### config.mk
export PLATFORM = sky130hd
export DESIGN_NAME = c8ie_ctrl
export DESIGN_NICKNAME = d
export VERILOG_FILES = /design/src/rtl/c8ie_pkg.sv /design/src/rtl/c8ie_ctrl.sv
export VERILOG_INCLUDE_DIRS = /design/src /design/src/rtl
export SDC_FILE = /design/constraint.sdc
export NUM_CORES = 1
export LEC_CHECK = 0
export BUFFER_PORTS_ARGS = -buffer_cell sky130_fd_sc_hd__buf_2
export CAP_MARGIN = 30
export CORE_AREA = 3 3 40 42
export DETAILED_ROUTE_END_ITERATION = 8
export DIE_AREA = 0 0 43 45
export PLACE_DENSITY_LB_ADDON = 0.12
export SLEW_MARGIN = 10
export SYNTH_ARGS = -nofsm -noshare
export SYNTH_HDL_FRONTEND = slang
export SYNTH_SLANG_ARGS = --single-unit
### constraint.sdc
create_clock -name clk_i -period 1.65 [get_ports clk_i]
set_clock_uncertainty 0.2 [all_clocks]
set_input_delay 0.0825 -clock clk_i [delete_from_list [all_inputs] [get_ports clk_i]]
set_output_delay 0.0825 -clock clk_i [all_outputs]
set_load 0.005 [all_outputs]
### src/rtl/chip8_instruction_execute_assert.svh
// Assertion macros shared by the CHIP-8 core modules.
`ifndef CHIP8_INSTRUCTION_EXECUTE_ASSERT_SVH
`define CHIP8_INSTRUCTION_EXECUTE_ASSERT_SVH
// Implication checked on every clock, skipped during reset.
`define C8_ASSERT_IMP(label, clk, rstn, a, c) \
  label: assert property (@(posedge clk) disable iff (!rstn) (a) |-> (c)) \
    else $error("assertion failed");
// Next-cycle implication.
`define C8_ASSERT_NXT(label, clk, rstn, a, c) \
  label: assert property (@(posedge clk) disable iff (!rstn) (a) |=> (c)) \
    else $error("assertion failed");
`endif

### src/rtl/c8ie_pkg.sv
// Shared types and constants for the CHIP-8 core.
`default_nettype none
package c8ie_pkg;
  localparam int unsigned MemBytes   = 4096;
  localparam int unsigned StackDepth = 16;
  localparam int unsigned AddrW      = 12;
  localparam int unsigned SpW        = $clog2(StackDepth + 1);
  localparam int unsigned SidxW      = (StackDepth > 1) ? $clog2(StackDepth) : 1;

  localparam logic [1:0] OpWrite  = 2'd0;
  localparam logic [1:0] OpExec   = 2'd1;
  localparam logic [1:0] OpRead   = 2'd2;
  localparam logic [1:0] OpUnused = 2'd3;

  localparam logic [1:0] StOk    = 2'd0;
  localparam logic [1:0] StHalt  = 2'd1;
  localparam logic [1:0] StStack = 2'd2;

  // Config register byte addresses
  localparam logic [2:0] RegOrigQuirk = 3'd0;
  localparam logic [2:0] RegIncQuirk  = 3'd4;

  localparam logic [AddrW-1:0] PcReset  = 12'h200;
  localparam logic [7:0]       FontBase = 8'h50;

  typedef enum logic [3:0] {
    S_CLEAR, S_IDLE, S_MEMRD, S_MEMRD2, S_FETCH0, S_FETCH1, S_FETCH2, S_EXEC,
    S_STKRD, S_BULK, S_BULKRD, S_DONE
  } state_e;

  // Controller to datapath commands.
  typedef struct packed {
    logic clear;         // zero one memory byte after reset
    logic latch_item;    // capture input item fields
    logic mem_wr_item;   // write item byte
    logic mem_rd_item;   // read at item address
    logic cap_rd;        // capture read data
    logic fetch_hi;      // address pc
    logic fetch_lo;      // address pc+1, capture high byte
    logic cap_lo;        // capture low byte
    logic exec;          // execute decoded instruction
    logic stk_rd;        // read stack at sp-1
    logic ret_done;      // finish return
    logic bulk_step;     // store/load one register
    logic bulk_cap;      // load captured byte into register
    logic bulk_end;      // finish bulk op
    logic done;          // emit result
  } cmd_t;

  // Datapath to controller status.
  typedef struct packed {
    logic       clear_last;
    logic [1:0] op;
    logic       halted;
    logic       is_ret;
    logic       ret_ok;
    logic       is_store;
    logic       is_load;
    logic       bulk_last;
  } stat_t;
endpackage
`default_nettype wire

### src/rtl/c8ie_ctrl.sv
// Sequencer for the CHIP-8 core.
`default_nettype none
module c8ie_ctrl import c8ie_pkg::*; (
  input  wire logic  clk_i,
  input  wire logic  rst_ni,
  input  wire logic  start_i,
  input  wire stat_t stat_i,
  output logic       busy_o,
  output cmd_t       cmd_o
);
  state_e state_q, state_d;

  always_ff @(posedge clk_i or negedge rst_ni) begin
    if (!rst_ni) state_q <= S_CLEAR;
    else state_q <= state_d;
  end

  always_comb begin
    state_d = state_q;
    cmd_o   = '0;
    busy_o  = (state_q != S_IDLE);
    unique case (state_q)
      // zero the memory once after reset
      S_CLEAR: begin
        cmd_o.clear = 1'b1;
        if (stat_i.clear_last) state_d = S_IDLE;
      end
      S_IDLE: if (start_i) begin
        cmd_o.latch_item = 1'b1;
        state_d = S_FETCH0;
      end
      S_FETCH0: begin
        // dispatch on latched op
        unique case (stat_i.op)
          OpWrite: begin cmd_o.mem_wr_item = 1'b1; state_d = S_DONE; end
          OpRead:  begin cmd_o.mem_rd_item = 1'b1; state_d = S_MEMRD; end
          OpExec: begin
            if (stat_i.halted) state_d = S_DONE;
            else begin cmd_o.fetch_hi = 1'b1; state_d = S_FETCH1; end
          end
          default: state_d = S_DONE;
        endcase
      end
      S_MEMRD:  state_d = S_MEMRD2;
      S_MEMRD2: begin cmd_o.cap_rd = 1'b1; state_d = S_DONE; end
      S_FETCH1: begin cmd_o.fetch_lo = 1'b1; state_d = S_FETCH2; end
      S_FETCH2: begin cmd_o.cap_lo = 1'b1; state_d = S_EXEC; end
      S_EXEC: begin
        cmd_o.exec = 1'b1;
        if (stat_i.is_ret && stat_i.ret_ok) begin
          cmd_o.stk_rd = 1'b1; state_d = S_STKRD;
        end else if (stat_i.is_store || stat_i.is_load) state_d = S_BULK;
        else state_d = S_DONE;
      end
      S_STKRD: begin cmd_o.ret_done = 1'b1; state_d = S_DONE; end
      S_BULK: begin
        cmd_o.bulk_step = 1'b1;
        state_d = stat_i.is_load ? S_BULKRD : S_BULK;
        if (!stat_i.is_load && stat_i.bulk_last) begin
          cmd_o.bulk_end = 1'b1; state_d = S_DONE;
        end
      end
      S_BULKRD: begin
        cmd_o.bulk_cap = 1'b1;
        if (stat_i.bulk_last) begin cmd_o.bulk_end = 1'b1; state_d = S_DONE; end
        else state_d = S_BULK;
      end
      S_DONE: begin cmd_o.done = 1'b1; state_d = S_IDLE; end
      default: state_d = S_IDLE;
    endcase
  end

  `include "chip8_instruction_execute_assert.svh"
  `C8_ASSERT_NXT(a_done_idle, clk_i, rst_ni, state_q == S_DONE, state_q == S_IDLE)
  `C8_ASSERT_IMP(a_start_busy, clk_i, rst_ni, cmd_o.latch_item, state_q == S_IDLE)
  `C8_ASSERT_IMP(a_one_mem, clk_i, rst_ni, 1'b1,
    $onehot0({cmd_o.mem_wr_item, cmd_o.mem_rd_item, cmd_o.fetch_hi, cmd_o.fetch_lo,
              cmd_o.bulk_step}))
endmodule
`default_nettype wire

======== After elaboration in Yosys (flattened, before gate mapping) ========
Index checks and enable logic that the tools add are counted.
word-level totals
  register bits ........................... 4
  bits of input ports ..................... 12
  output and inout bits ................... 16
  word-level logic and storage cells ...... 56
cells by class
  equality and inequality tests ........... 16
  muxes and demuxes ....................... 31
  reduce and logical (&&, ||, !) cells .... 8
operators with widths
  operator            count
  $pmux 4 s10         1
  $mux 1              18
  $eq 4x3->1 const B  4
  $eq 4x4->1 const B  4
  $mux 4              4
  $mux 2              6
  $eq 4x2->1 const B  2
  $pmux 4 s2          1
  $eq 4x1->1 const B  1
  $logic_not 4->1     1
  $ne 2x2->1 const B  2
  $ne 4x1->1 const B  1
  $eq 2x1->1 const B  1
  $eq 2x2->1 const B  1
  $logic_and 1x1->1   2
  $logic_not 2->1     1
  $pmux 1 s2          1
  $reduce_and 2->1    1
  $reduce_or 2->1     1
  $logic_not 1->1     1
  $logic_or 1x1->1    1

======== Longest topological paths before layout ========
  word-level depth ........................ 4
  depth in mapped cells ................... 5
  depth with buffers taken out ............ 5

======== Worst setup path before layout ========
Ideal clock, no wire load.
  path type ............................... reg-to-reg
  from .................................... register state_q[1]
  to ...................................... register state_q[0]
  setup time .............................. 126 ps
  data arrival time ....................... 1194 ps
  data required time ...................... 1324 ps
  slack ................................... 130 ps
  cell stages (with the launch flop) ...... 4
  buffers on the path ..................... 1
  clock period less this slack ............ 1520 ps
  cells stage by stage .................... dfrtp_1 buf_6 o311a_1 o32a_1
on the way
  cells in the longest elaborated chain, start to end .. 3
  elaborated cells between the ends (all ways) .. 16
  classes of those cells .................. 12 x eq/ne; 1 x mux; 3 x reduce/logical
RTL lines
  item                                                                   line             source
  start: declaration                                                     c8ie_ctrl.sv:11  state_e state_q, state_d;
  start signal: assignment                                               c8ie_ctrl.sv:15  else state_q <= state_d;
  $eq 4x4->1 (tied with other cells)                                     c8ie_ctrl.sv:22  unique case (state_q)
  $reduce_or 2->1 (no source line) / $ne 2x2->1 (equally long branches)  --
  $pmux 4 s10 / $reduce_and 2->1 (equally long branches)                 --
Several ways; a longest one is shown, not always the timed one.
A chain may end at the register's enable or synchronous reset.

======== Worst setup path after layout ========
Same ends and word-level chain as after synthesis.

==> results.tsv <==
metric	value	unit
Synth Area in Compound Gates	0.257	
initial antenna violation count	0	
slowest CP cell	dfrtp_2	
Max-Slew Margin vs Limit	0.693	
WL/cell	12.7	µm
Cell Chain, Critical Path	buf_4 -> o311a_1 -> o32a_1	
count of pins over their slew limit	0	
crit path time final	1.67	ns
Vias	630	
leak pwr	0.000432	µW
Initial Util	0.413	
Final ANT Viol Nets	0	
met1 GRT Util	0.213	
drt first pass iters	4	
Mapped Nets	80	
post-synthesis simple-gate area fraction	0.394	
max_cap viols	0	
grt met3 use	0.0359	
ys async rst share	1.00	
final instance area	813	µm²
Largest register FFs	4	
Inst Count DP	108	
slowest stage delay, CP	0.48	ns
number of I/O pins	28	
DRT iter0 DRCs	6	
peak supply drop	894	µV
Slew @ Worst Pin	0.449	ns
FF+latch count, synth	4	
CTS H-tree depth	1	
Via density	5.34	
startpoint types	flop	
Worst Path Arrival	1.57	ns
first-pass GRT wire length	2.51	mm
Clock Tree Root	clkbuf_4	
worst skew pair latency	0.23	ns
EDFF count, synth	0	
Hold Path Class	in -> reg	
Yosys warnings	0	
violated checks	setup timing	
most common cell after layout, fill and taps aside	buf_2	
total routed wirelength	1.50	mm
GRT met2 Usage	0.278	
Clock transition at path regs	0.04	ns
Most flops, register	state_q	
Chip Height	45	µm
Avg Cell Area, Syn	8.16	µm²
area leader, netlist	dfrtp_1	
RSZ-0062 raised after global routing	yes	
core area	1280	µm²
Synth top area share	0.189	
Bufs on Longest Clock Path	2	
most frequent cells in the layout	26 x buf_2, 9 x nor2_1, 8 x buf_4	
largest family of logic cells by synthesized area	simple AND/OR/NAND/NOR gates	
top cell family by delay on the critical path	compound AO/OA/AOI/OAI gates	
Final Power	1190	µW
Yosys cell types	35	
PortBufs	27	
Setup crit end kind	flop	
DIE AREA	1940	µm²
largest net degree at the start of global routing	13	
Inserted Diodes	0	
gr busiest metal	met2	
power density over cell area	1470	nW/µm²
placed cell areas	689	µm²
number of remaining DRC errors	0	
setup_tns	-0.0482	ns
final worst path period share	1.01	
CP required	1.55	ns
hpwl dp	1.19	mm
grt ovf	0	
Crit Path Max Fanout	11	
Achievable Freq	0.598	GHz
main area contributors after synthesis	dfrtp_1 19%, ha_1 7.1%, nor2_1 7.1%	
GP Congestion	0.726	
Final Non-Filler Cells	118	
post-synthesis cell area	531	µm²
Adder-Cell Fraction of Synth Area	0.0708	
CTS buffer count	3	
final-stage net count	120	
CTS Sinks	4	
GR Util All Layers	0.168	
setup violators final	3	
worst setup margin	-0.0213	ns
die width	43	µm
final hold violations	0	
post-synthesis cell count	65	
Synth Flop Type	dfrtp_1	
status	finished with violations	
xor/xnor share of the synthesized area	0	
post-synthesis mux area share	0	
Buf/Inv on CP	1	
critical path class	reg -> reg	
vias in the first global route	582	
top flop regs	state_q: 4 flops	
sequential area share after synthesis	0.189	
area grow syn2layout	53.3	%
CTS tree	built	
Rows	13	
share of layout cells above drive strength 1	0.485	
[worst register-to-register path: stages, from the launching register on]
cell and delay, ns:
dfrtp_2 0.48, buf_4 0.17, o311a_1 0.34, o32a_1 0.36
[cell families (layout without fill, tap and decap cells)]
group,after synthesis,in the layout
simple gates,34,34
buf+inv,8,46
fa+ha+maj,3,3
flops,4,4
compound gates,16,16
[final cells by class]
| cell class | instances | area [µm²] |
|---|---|---|
| clock buffers | 3 | 22.5 |
| fillers | 130 | 472 |
| inverters | 4 | 15.0 |
| multi-input cells | 53 | 410 |
| flip-flops and latches | 4 | 104 |
| well taps | 15 | 18.8 |
| repair buffers | 39 | 243 |
[synth_stat cells (2+ instances only)]
library cell / instances
o21ai_1: 2
buf_2: 2
nand2_1: 4
ha_1: 3
dfrtp_1: 4
nand2b_1: 2
buf_6: 2
and2_1: 2
o221a_1: 2
nor2_1: 10
nor3_1: 3
and3_1: 2
inv_1: 4
a21boi_0: 2
[stage by stage]
stage	util	worst slack [ns]	hold WS [ns]
2_1_floorplan	-	0.130	-0.413
3_3_place_gp	0.537	0.0765	-0.306
3_5_place_dp	0.537	0.0330	-0.306
4_1_cts	0.603	-0.0212	0.0379
5_1_grt	0.633	-0.0901	0.0830
6_report	0.633	-0.0213	0.0492
[final timing paths]
path                                  from    endpoint  slack, ns  depth (start not counted)
min in group asynchronous           rst_ni  state_q[0]       0.56                          3
worst min register to register  state_q[1]  state_q[3]       0.53                          2
worst max register to register  state_q[1]  state_q[0]      -0.02                          3
worst max-delay path            state_q[1]  state_q[0]      -0.02                          3
max in group asynchronous           rst_ni  state_q[3]       0.49                          3
worst min-delay path               start_i  state_q[2]       0.05                          4
[repair_timing]
item / in CTS / in global routing
endpoints found under the hold margin: 5 / 0
resized for setup: 5 / 7
endpoints found under the setup margin: 5 / 6
buffers inserted: 3 / 1
hold buffers: 3 / 0
pin swaps: 1 / 2
[report_power, final]
group / switching, µW / internal (µW)
Sequential: 107 / 151
Clock: 35.9 / 81.1
Combinational: 362 / 457
[metal layers]
metal | routed length (µm) | vias to the layer above | share of wire
li1 | - | 321 | -
met1 | 624 | 289 | 0.42
met2 | 753 | 18 | 0.50
met3 | 100 | 2 | 0.067
met4 | 23 | 0 | 0.015
met5 | 0 | - | 0
Power figures use the tool's default switching activity.
